## src/sv/lpc_div.sv

```systemverilog
// ----------------------------------------------------------------------------
// lpc_div
// Pipelined restoring divider, one quotient bit per stage, unsigned operands.
// Expects num < den << QW. Side data travels with each item.
// ----------------------------------------------------------------------------
module lpc_div #(
  parameter int NW = 66,
  parameter int DW = 64,
  parameter int QW = 16,
  parameter int SW = 1
) (
  input  logic          clk,
  input  logic          en,
  input  logic [NW-1:0] num,
  input  logic [DW-1:0] den,
  input  logic [SW-1:0] side_in,
  output logic [QW-1:0] quot,
  output logic [SW-1:0] side_out
);

  localparam int CW = (NW > DW + QW) ? NW : DW + QW;

  logic [NW-1:0] rem   [QW];
  logic [DW-1:0] dreg  [QW];
  logic [QW-1:0] qreg  [QW];
  logic [SW-1:0] sreg  [QW];

  for (genvar k = 0; k < QW; k++) begin : g_stage
    logic [NW-1:0] rin;
    logic [DW-1:0] din;
    logic [QW-1:0] qin;
    logic [SW-1:0] sin;
    logic [CW-1:0] shifted;
    logic [CW-1:0] remx;
    logic [CW-1:0] diff;
    logic          ge;
    logic [QW-1:0] q_next;

    if (k == 0) begin : g_first
      assign rin = num;
      assign din = den;
      assign qin = '0;
      assign sin = side_in;
    end else begin : g_rest
      assign rin = rem[k-1];
      assign din = dreg[k-1];
      assign qin = qreg[k-1];
      assign sin = sreg[k-1];
    end

    // trial subtract of the divisor aligned to this quotient bit
    always_comb begin
      shifted = CW'(din) << (QW - 1 - k);
      remx    = CW'(rin);
      diff    = remx - shifted;
      ge      = remx >= shifted;
      q_next  = qin;
      q_next[QW-1-k] = ge;
    end

    always_ff @(posedge clk) begin
      if (en) begin
        rem[k]  <= ge ? diff[NW-1:0] : rin;
        dreg[k] <= din;
        qreg[k] <= q_next;
        sreg[k] <= sin;
      end
    end
  end

  assign quot     = qreg[QW-1];
  assign side_out = sreg[QW-1];

endmodule

```

## config.mk

```make
export PLATFORM = sky130hd
export DESIGN_NAME = lpc_div
export DESIGN_NICKNAME = d
export VERILOG_FILES = /design/src/sv/lpc_div.sv
export SDC_FILE = /design/constraint.sdc
export NUM_CORES = 2
export LEC_CHECK = 0
export BUFFER_PORTS_ARGS = -buffer_cell sky130_fd_sc_hd__buf_2
export CORE_MARGIN = 2
export CORE_UTILIZATION = 25
export DETAILED_ROUTE_END_ITERATION = 6
export PLACE_DENSITY_LB_ADDON = 0.1
export SYNTH_ARGS = -nofsm -noshare
export SYNTH_HDL_FRONTEND = slang
export SYNTH_SLANG_ARGS = --single-unit
export TNS_END_PERCENT = 20
```

## constraint.sdc

```tcl
create_clock -name clk -period 6.3 [get_ports clk]
set_input_delay 1.575 -clock clk [delete_from_list [all_inputs] [get_ports clk]]
set_output_delay 1.575 -clock clk [all_outputs]
set_load 0.02 [all_outputs]
```

==> results.cfg <==
[route]
vias_per_cell = 4.701
detail-route-antenna-nets = 0
drt_iter0_markers = 5600
vias = 90430
route.detailed.drc = 0
routed_wl_um = 399400
first_pass_iters = 5
wire_per_inst_um = 20.76

[yosys]
ys_types = 108
synth_edf_count = 2102
synth-seq-cells = 2102
syn_inst = 12110
synth_top_flop_cell = edfxtp_1
yosysWarnings = 0
synth_area_mm2 = 0.1281
syn_area_per_cell_um2 = 10.59
syn-num-nets = 13190
async_reset_ff_frac = 0
seq_area_frac_synth = 0.4926

[die]
fp-row-count = 262
fp.dieW_um = 719.9
core_mm2 = 0.5098
die_area_mm2 = 0.5183
start_util = 0.2514
pin_count = 150
chipHeight_um = 719.9

[cts]
ctsHoldBuffers = 0
clockBufferDepth = 4
cts.sinks = 2102
cts_root_buf = clkbuf_16
clkSlewWorstSetupHoldPaths_ns = 0.06
numCtsBuffers = 288
clkLatencyLatePin_ns = 0.95
post_cts_resized = 0
post_cts_buffers = 0
htree_num_levels = 5
cts_tree = yes

[grt]
grt_pass1_vias = 95690
grt_pass1_wl_um = 597000
overflow = 0
track_usage = 0.1499
grt_antenna_before_repair = 4
grt_start_max_net_pins = 146

[worst_setup_path]
cp_num_buf_inv = 1
required_ns = 6.96
crit_path_top_delay_cell = nor4_1
slowest_delay_ns = 0.94
path_class = register to register
critPathTopFamily = simple AND/OR/NAND/NOR gates
cp.arrival_ns = 6.20
crit_fanout = 67
critPathCaptureType = register
crit_chain = ha_1, a211oi_1, o21ai_0, a31oi_1, o2bb2ai_1, nor4_1, nor3_1, nor3_1, a2bb2oi_4, buf_12, mux2_2
r2r_setup_slack_ns = 0.76
cpMostUsedCell = nor3_1
critical_path.startpoint_type = register

[timing]
fin_worst_skew_ns = 0.07284
finalCritPeriodShare = 0.8791
hold_ws_ns = 0.3688
max_slew_margin = 0.03640
setup-violations-final = 0
min_period_ns = 5.538
fmax_mhz = 180.6
drv_slew = 0
hold_viol = 0
tightest_slew_ns = 1.432
tns_ns = 0
rsz0062_at_grt = no

[placement]
routabilityCongestion = 0.9270
postPlaceCellArea_mm2 = 0.1373
numPortBuffers = 149
numPlacedInstances = 18730
dpl.hpwl_um = 320100

[finish]
fin_area_mm2 = 0.1464
area_growth_pct = 14.22
nets = 13360
fin_cells = 19240
drive_above_1_share = 0.09210
final_util = 0.2871

[run_status]
status = finished, final reports clean

[power]
p_per_area_mw_per_mm2 = 288.3
irDropWorstVdd_mv = 0.1946
cellLeakagePower_nw = 59.11

[hold_path]
hold_class = register to register

[flow_run]
maxCapViolCount = 0
==> through the flow <==
stage | setup slack (ns) | power [mW]
5_1_grt | 0.4313 | 44.53
3_5_place_dp | 0.3581 | 26.70
4_1_cts | 0.6552 | 43.01
3_3_place_gp | 0.2371 | 26.70
2_1_floorplan | 1.304 | 23.56
6_report | 0.7617 | 42.20
==> layout make-up <==
type                    count  area [µm²]
diodes                      6       15.01
multi-input cells        8398       58890
repair buffers            310        2455
fillers                 52210      363400
well taps                6732        8423
flip-flops and latches   2102       63120
clock inverters           158        1454
clock buffers             346        7574
inverters                1183        4441
==> report_power, final <==
part / internal (mW) / switching (mW)
clock network: 9.34 / 6.47
logic: 3.49 / 5.48
registers: 16.7 / 0.696
==> state kept, by name (all words and copies together) (netlist names) <==
register and flops:
dreg 960, qreg 136, rem 990, sreg 16
==> cell families after synthesis <==
kind of cell	after synthesis	share of synthesized area
AOI/OAI and AO/OA	3438	0.1688
and+or+nand+nor	2808	0.1045
DFF	2102	0.4926
buffers and inverters	1606	0.04906
adders and majority gates	948	0.09344
xor gates and xnor gates	776	0.05304
muxes	428	0.03868
==> metal layers <==
metal	up-vias	wire length, µm	GRT usage
met5	-	0	0
met4	0	32160	0.1041
met3	924	10290	0.01499
met2	1833	199800	0.2740
met1	42850	157100	0.1624
li1	44830	-	-
==> placed cells by master (no fill, tap or decap), types with 51 or more instances in the layout <==
cell / n
a31oi_1: 119
clkbuf_1: 51
buf_2: 149
a21oi_1: 1033
nor4_1: 76
ha_1: 933
inv_1: 1181
and2_1: 59
a21o_1: 555
clkbuf_16: 295
xnor2_1: 477
edfxtp_1: 2102
mux2_2: 291
nor2_1: 615
o21a_1: 113
nand2_1: 980
nor3_1: 154
nand4_1: 242
clkinv_1: 66
xor2_1: 299
o21bai_1: 176
a211oi_1: 83
mux2_1: 62
nor2b_1: 84
o21ai_0: 819
nand2b_1: 114
buf_4: 121
nand3_1: 192
o31ai_1: 78
and3_1: 100
==> Yosys cell counts, drive strengths merged, types with 25 or more instances <==
library cell,n,area share
a21o,555,0.033
a21boi,40,0.0023
o31ai,79,0.0047
a21oi,1038,0.041
nand3,192,0.0075
and4,26,0.0018
buf,104,0.0051
and2,62,0.0030
inv,1183,0.035
nor4,80,0.0039
or2,34,0.0017
a211o,33,0.0023
a221oi,25,0.0019
o21a,113,0.0066
o211ai,54,0.0034
nor2,615,0.018
nand2,981,0.029
nand4,242,0.012
or3,39,0.0019
a31oi,120,0.0059
a221o,25,0.0020
nand2b,114,0.0056
nor2b,84,0.0041
and3,100,0.0049
ha,933,0.091
o21ai,845,0.033
xnor2,477,0.033
nor3,159,0.0062
o21bai,176,0.010
xor2,299,0.020
a211oi,83,0.0049
o31a,29,0.0020
mux2i,29,0.0023
edfxtp,2102,0.49
clkbuf,319,0.0094
mux2,399,0.036
==> worst paths after layout <==
| path | start | to | cells after the start |
|---|---|---|---|
| setup / recovery | rem[1][147]$_DFFE_PP_ | rem[1][208]$_DFFE_PP_ | 11 |
| hold / removal | qreg[3][25]$_DFFE_PP_ | qreg[4][9]$_DFFE_PP_ | 0 |
| setup reg to reg | rem[1][147]$_DFFE_PP_ | rem[1][208]$_DFFE_PP_ | 11 |
| hold reg to reg | qreg[3][25]$_DFFE_PP_ | qreg[4][9]$_DFFE_PP_ | 0 |
Note: power is estimated with default switching activity, not from simulation.
