[config.mk]
export PLATFORM = sky130hd
export DESIGN_NAME = lpc_ramp
export DESIGN_NICKNAME = d
export VERILOG_FILES = /design/src/sv/lpc_pkg.sv /design/src/sv/lpc_ramp.sv
export SDC_FILE = /design/constraint.sdc
export NUM_CORES = 1
export LEC_CHECK = 0
export BUFFER_PORTS_ARGS = -buffer_cell sky130_fd_sc_hd__clkbuf_2
export CAP_MARGIN = 30
export CORE_ASPECT_RATIO = 0.7
export CORE_MARGIN = 4
export CORE_UTILIZATION = 65
export DETAILED_ROUTE_END_ITERATION = 8
export PLACE_DENSITY = 0.88
export SYNTH_ARGS = -nofsm -noshare
export SYNTH_HDL_FRONTEND = slang
export SYNTH_SLANG_ARGS = --single-unit
[constraint.sdc]
create_clock -name clk -period 15.75 [get_ports clk]
set_clock_uncertainty 0.1 [all_clocks]
set_input_delay 1.575 -clock clk [delete_from_list [all_inputs] [get_ports clk]]
set_output_delay 1.575 -clock clk [all_outputs]
set_load 0.005 [all_outputs]
[src/sv/lpc_pkg.sv]
// ----------------------------------------------------------------------------
// lpc_pkg
// Shared constants, register codes and types for the lidar point projection
// and depth colouring pipeline.
// ----------------------------------------------------------------------------
package lpc_pkg;

  // field widths
  localparam int PT_W       = 32;
  localparam int PIX_W      = 16;
  localparam int COL_W      = 8;
  localparam int DEPTH_W    = 31;
  localparam int CFG_ADDR_W = 3;
  localparam int CFG_DATA_W = 64;
  localparam int SUM_W      = 64;

  // arithmetic constants
  localparam int PROD_SHIFT = 3;
  localparam int RAMP_STEPS = 10;

  // configuration register indexes
  localparam logic [CFG_ADDR_W-1:0] CFG_ROW0_A = 3'd0;
  localparam logic [CFG_ADDR_W-1:0] CFG_ROW0_B = 3'd1;
  localparam logic [CFG_ADDR_W-1:0] CFG_ROW1_A = 3'd2;
  localparam logic [CFG_ADDR_W-1:0] CFG_ROW1_B = 3'd3;
  localparam logic [CFG_ADDR_W-1:0] CFG_ROW2_A = 3'd4;
  localparam logic [CFG_ADDR_W-1:0] CFG_ROW2_B = 3'd5;
  localparam logic [CFG_ADDR_W-1:0] CFG_NEAR   = 3'd6;
  localparam logic [CFG_ADDR_W-1:0] CFG_FAR    = 3'd7;

  localparam logic [DEPTH_W-1:0] NEAR_RESET = 31'd65536;
  localparam logic [DEPTH_W-1:0] FAR_RESET  = 31'd3932160;

  // colour ramp segments
  localparam int SEG_W = 3;
  typedef logic [SEG_W-1:0] seg_t;
  localparam seg_t SEG_BELOW = 3'd0;
  localparam seg_t SEG_0     = 3'd1;
  localparam seg_t SEG_1     = 3'd2;
  localparam seg_t SEG_2     = 3'd3;
  localparam seg_t SEG_3     = 3'd4;
  localparam seg_t SEG_4     = 3'd5;
  localparam seg_t SEG_ABOVE = 3'd6;

  // pipeline shape
  localparam int PROJ_STAGES   = 3;
  localparam int RAMP_STAGES   = 3;
  localparam int PIX_DIV_BITS  = 16;
  localparam int RAMP_DIV_BITS = 10;
  localparam int RAMP_NUM_W    = 42;
  localparam int PIX_NUM_W     = 66;
  localparam int PIX_DEN_W     = 64;
  localparam int COLOUR_DLY    = PROJ_STAGES + 1 + PIX_DIV_BITS
                                 - (RAMP_STAGES + RAMP_DIV_BITS);
  localparam int PIPE_LAT      = PROJ_STAGES + 1 + PIX_DIV_BITS + 1;

  localparam logic [PIX_W-1:0] PIX_MAX = 16'h7fff;
  localparam logic [PIX_W-1:0] PIX_MIN = 16'h8000;

  typedef logic [CFG_DATA_W-1:0] row_word_t;
  typedef logic signed [SUM_W-1:0] row_sum_t;

  // saturate a truncated quotient magnitude to a signed pixel coordinate
  function automatic logic [PIX_W-1:0] sat_pix(input logic [PIX_W-1:0] q,
                                               input logic neg,
                                               input logic ovf,
                                               input logic front);
    logic [PIX_W-1:0] r;
    if (!front) begin
      r = '0;
    end else if (!neg) begin
      r = (ovf || q[PIX_W-1]) ? PIX_MAX : q;
    end else begin
      r = (ovf || q[PIX_W-1]) ? PIX_MIN : PIX_W'(0 - q);
    end
    return r;
  endfunction

endpackage

[src/sv/lpc_ramp.sv]
// ----------------------------------------------------------------------------
// lpc_ramp
// Front of the depth colour ramp: scaled offset, segment search and the
// numerator 255 * (t - j*S) for the segment divider.
// ----------------------------------------------------------------------------
module lpc_ramp (
  input  logic                               clk,
  input  logic                               en,
  input  logic signed [lpc_pkg::PT_W-1:0]    x,
  input  logic [lpc_pkg::DEPTH_W-1:0]        near_depth,
  input  logic [lpc_pkg::DEPTH_W-1:0]        far_depth,
  output logic [lpc_pkg::RAMP_NUM_W-1:0]     num,
  output logic [lpc_pkg::DEPTH_W-1:0]        span,
  output lpc_pkg::seg_t                      seg
);

  logic signed [37:0] t1;
  logic signed [31:0] s1;
  logic signed [32:0] diff;

  logic [33:0]                  r2;
  logic [lpc_pkg::DEPTH_W-1:0]  s2;
  lpc_pkg::seg_t                seg2;

  logic signed [37:0] sx;
  logic signed [37:0] s_2;
  logic signed [37:0] s_4;
  logic signed [37:0] s_7;
  logic signed [37:0] s_10;
  logic signed [37:0] base;
  logic signed [37:0] rdiff;
  lpc_pkg::seg_t      seg_next;

  assign diff = 33'(x) - $signed({2'b00, near_depth});

  // stage 1: t = steps * (x - near), S = far - near
  always_ff @(posedge clk) begin
    if (en) begin
      t1 <= 38'(diff) * 38'(lpc_pkg::RAMP_STEPS);
      s1 <= $signed({1'b0, far_depth}) - $signed({1'b0, near_depth});
    end
  end

  // segment boundaries at 0, S, 2S, 4S, 7S, 10S
  always_comb begin
    sx   = 38'(s1);
    s_2  = sx <<< 1;
    s_4  = sx <<< 2;
    s_7  = (sx <<< 3) - sx;
    s_10 = sx * 38'(lpc_pkg::RAMP_STEPS);
    base = '0;
    if (t1 < 0) begin
      seg_next = lpc_pkg::SEG_BELOW;
    end else if (t1 < sx) begin
      seg_next = lpc_pkg::SEG_0;
    end else if (t1 < s_2) begin
      seg_next = lpc_pkg::SEG_1;
      base     = sx;
    end else if (t1 < s_4) begin
      seg_next = lpc_pkg::SEG_2;
      base     = s_2;
    end else if (t1 < s_7) begin
      seg_next = lpc_pkg::SEG_3;
      base     = s_4;
    end else if (t1 < s_10) begin
      seg_next = lpc_pkg::SEG_4;
      base     = s_7;
    end else begin
      seg_next = lpc_pkg::SEG_ABOVE;
    end
    rdiff = t1 - base;
  end

  // stage 2: segment and offset into it
  always_ff @(posedge clk) begin
    if (en) begin
      seg2 <= seg_next;
      r2   <= rdiff[33:0];
      s2   <= s1[lpc_pkg::DEPTH_W-1:0];
    end
  end

  // stage 3: scale offset by 255
  always_ff @(posedge clk) begin
    if (en) begin
      num  <= lpc_pkg::RAMP_NUM_W'({r2, 8'd0}) - lpc_pkg::RAMP_NUM_W'(r2);
      span <= s2;
      seg  <= seg2;
    end
  end

endmodule

==> impl_metrics.csv <==
group,metric,value,unit
drt,top_layer,"met4",
clock_tree,htreeDepth,1,
setup_path,crit_type,"flip-flop to flip-flop",
setup_path,slowest_delay,0.62,ns
sta,period_minus_slack,10.47,ns
grt,grt_pass1_wl,94.28,mm
synth,ys_async_sr_fraction,0,%
setup_path,cp.required,15.92,ns
setup_path,worstSetupEndpointType,"flip-flop",
placed_design,gp_congestion,0.9769,
clock_tree,hold_buffers,0,
synth,syn_inst,2448,
outcome,status,"complete, no violations",
final_layout,drive_above_1_share,9.311,%
drt,drtPass1Iterations,6,
synth,synth_seq_area_share,28.43,%
sta,finalCritPeriodShare,66.45,%
drt,totalWireLength,59.50,mm
sta,tightestPinTransition,0.9073,ns
setup_path,rrSetupSlack,5.28,ns
drt,num_vias,19520,
synth,synthesis.nets,2995,
clock_tree,clock_path_buffers,3,
drt,drt-met1-wl,26.93,mm
sta,fmaxAchievable,95.54,MHz
sta,finalHoldViolCount,0,
floorplan,core_area,33840,sq um
setup_path,path_common_cell,"o21ai_0",
final_layout,final_area,24730,sq um
setup_path,path_max_fanout,28,
grt,grt_max_degree,83,
synth,ys.flop_type,"edfxtp_1",
grt,grt_use_total,30.46,%
drt,vias_per_cell,6.285,
final_layout,synthToLayoutAreaGrowth,9.957,%
synth,netlist_area,22490,sq um
final_layout,diodes,0,
hold_path,worstHoldPathType,"flip-flop to flip-flop",
sta,worst_hold_slack,0.3244,ns
floorplan,fp.dieW,230.3,microns
setup_path,startpoint_type,"flip-flop",
drt,drc_errors,0,
final_layout,fin_nets,3172,
clock_tree,clkLatencyLatePin,0.53,ns
grt,grt_antenna_before_repair,0,
sta,finalSetupTns,0,ns
placed_design,dpl_cell_area,23910,sq um
synth,yosysTopAreaCell,"edfxtp_1",
synth,synth-seq-cells,213,
power,power.leakage,11.45,nW
synth,synth_area_leaders,"edfxtp_1, ha_1, a21oi_1",
sta,slew_headroom,37.95,%
grt,grt.overflow.total,0,
clock_tree,clockRootBuffer,"clkbuf_16",
sta,rsz0062_at_grt,"no",
power,powerDensity,214.2,nW/um^2
floorplan,die-area,37690,sq um
clock_tree,clk_pin_slew,0.06,ns
sta,setup_viol,0,
clock_tree,cts_resized,0,
floorplan,rows,56,
drt,ant_nets,0,
setup_path,cp_data_arrival_time,10.64,ns
floorplan,die_h,163.6,microns
final_layout,fin_cells,3106,
synth,syn_area_per_cell,9.189,sq um
floorplan,pin_count,172,
clock_tree,cts_tree,"done",
drt,wl_met2,26.28,mm
drt,drt-initial-drc-count,1535,
grt,first_global_vias,18880,
drt,wl_per_cell,19.16,microns
drt,wl_met3,4.644,mm
setup_path,crit_slowest_cell,"edfxtp_1",
synth,ys_types,72,
clock_tree,cts_inserted_buffers,23,
clock_tree,post-cts-setup-buffers,0,
synth,synth_enable_flop_cells,213,
sta,final_max_slew_viol_count,0,
placed_design,detailed_place_hpwl,47.28,mm
placed_design,numPortBuffers,171,
job,cap_violations,0,
floorplan,start_util,66.47,%
placed_design,dp_cells,3063,
clock_tree,numClockSinks,213,
synth,synth_top_area_share,28.43,%
power,vdd_drop_max,0.00008448,V
synth,ys_warn_count,0,
synth_stat cells (all sizes together), types with 8 or more instances:
| master | n |
|---|---|
| ha | 446 |
| a21oi | 236 |
| edfxtp | 213 |
| nand2 | 202 |
| o21ai | 179 |
| inv | 169 |
| xnor2 | 131 |
| nor2 | 129 |
| a21o | 108 |
| xor2 | 70 |
| nand3 | 45 |
| o21bai | 40 |
| nor2b | 35 |
| nand4 | 34 |
| nand2b | 33 |
| nor3 | 33 |
| o21a | 33 |
| clkbuf | 26 |
| a211oi | 24 |
| a31oi | 20 |
| mux2i | 19 |
| or2 | 19 |
| o211ai | 13 |
| or3 | 13 |
| and2 | 12 |
| a21boi | 11 |
| and3 | 11 |
| o31ai | 11 |
| a2111oi | 9 |
| and4 | 9 |
| a211o | 8 |
| nor4 | 8 |
| o41ai | 8 |
flip-flops by register name (all words and copies together) (netlist names):
register	flops
num	42
r2	34
s1	32
s2	31
seg	3
seg2	3
span	31
t1	37
worst max-delay path, delay by kind of cell (launching register included):
family	cells	cell delay, ns
AOI/OAI and AO/OA	30	6.61
xor gates and xnor gates	1	0.14
adders and majority gates	5	1.50
buffers and inverters	2	0.77
DFF	1	0.62
and+or+nand+nor	4	0.44
cells in the final DEF, fill, tap and decap left out, types with 17 or more instances in the layout:
cell / Yosys / final
nand4_1: 34 / 34
a21oi_1: 236 / 236
xor2_1: 70 / 70
clkbuf_2: 0 / 170
ha_1: 446 / 446
a21o_1: 108 / 108
o21a_1: 33 / 33
clkbuf_16: 0 / 23
nand3_1: 45 / 45
nand2b_1: 33 / 33
nor2b_1: 35 / 35
o21ai_0: 170 / 170
or2_2: 17 / 17
edfxtp_1: 213 / 213
nor3_1: 33 / 33
mux2i_1: 19 / 19
inv_1: 169 / 169
xnor2_1: 131 / 131
o21bai_1: 40 / 40
a31oi_1: 20 / 20
nor2_1: 129 / 129
nand2_1: 202 / 202
a211oi_1: 23 / 22
path summary, 6_finish.rpt:
| check | start | end | depth (start not counted) |
|---|---|---|---|
| setup reg to reg | s1[0] | r2[32] | 42 |
| hold reg to reg | s2[9] | span[9] | 0 |
| hold / removal | s2[9] | span[9] | 0 |
| setup / recovery | s1[0] | r2[32] | 42 |
through the flow:
step / setup WS, ns / total power, mW / utilization, %
5_1_grt: 4.507 / 5.746 / 73.08
4_1_cts: 5.488 / 5.229 / 73.00
6_report: 5.284 / 5.299 / 73.08
3_5_place_dp: 5.580 / 4.595 / 70.64
3_3_place_gp: 5.941 / 4.453 / 70.64
2_1_floorplan: 7.328 / 3.723 / -
cells by family (layout without fill, tap and decap cells):
| logic type | count (synthesis) | in the layout | synth area share [%] |
|---|---|---|---|
| XOR/XNOR | 201 | 201 | 7.826 |
| AO/OA/AOI/OAI | 764 | 764 | 21.42 |
| multiplexers | 19 | 19 | 0.8455 |
| adder cells (fa/ha/maj) | 451 | 451 | 25.25 |
| flip-flops | 213 | 213 | 28.43 |
| buffers and inverters | 198 | 392 | 3.310 |
| AND/OR/NAND/NOR | 602 | 602 | 12.92 |
final cells by class:
class                           count  area [sq um]
Clock inverter                     15         210.2
Sequential cell                   213          6396
Timing Repair Buffer              180         952.2
Inverter                          170         638.1
Fill cell                        2421          9109
Tap cell                          464         580.6
Clock buffer                       27         590.6
Multi-Input combinational cell   2037         15370
per-layer routing:
layer  global-route usage, %  vias to the layer above
li1                        -                     9494
met1                   42.72                     9074
met2                   49.62                      831
met3                   4.219                      122
met4                   8.736                        0
met5                       0                        -
where the power goes:
| group | switching (mW) | total, mW | internal [mW] |
|---|---|---|---|
| combinational | 2.01 | 3.50 | 1.49 |
| sequential | 0.257 | 1.22 | 0.961 |
| clock | 0.228 | 0.579 | 0.352 |
Power figures use the tool's default switching activity.
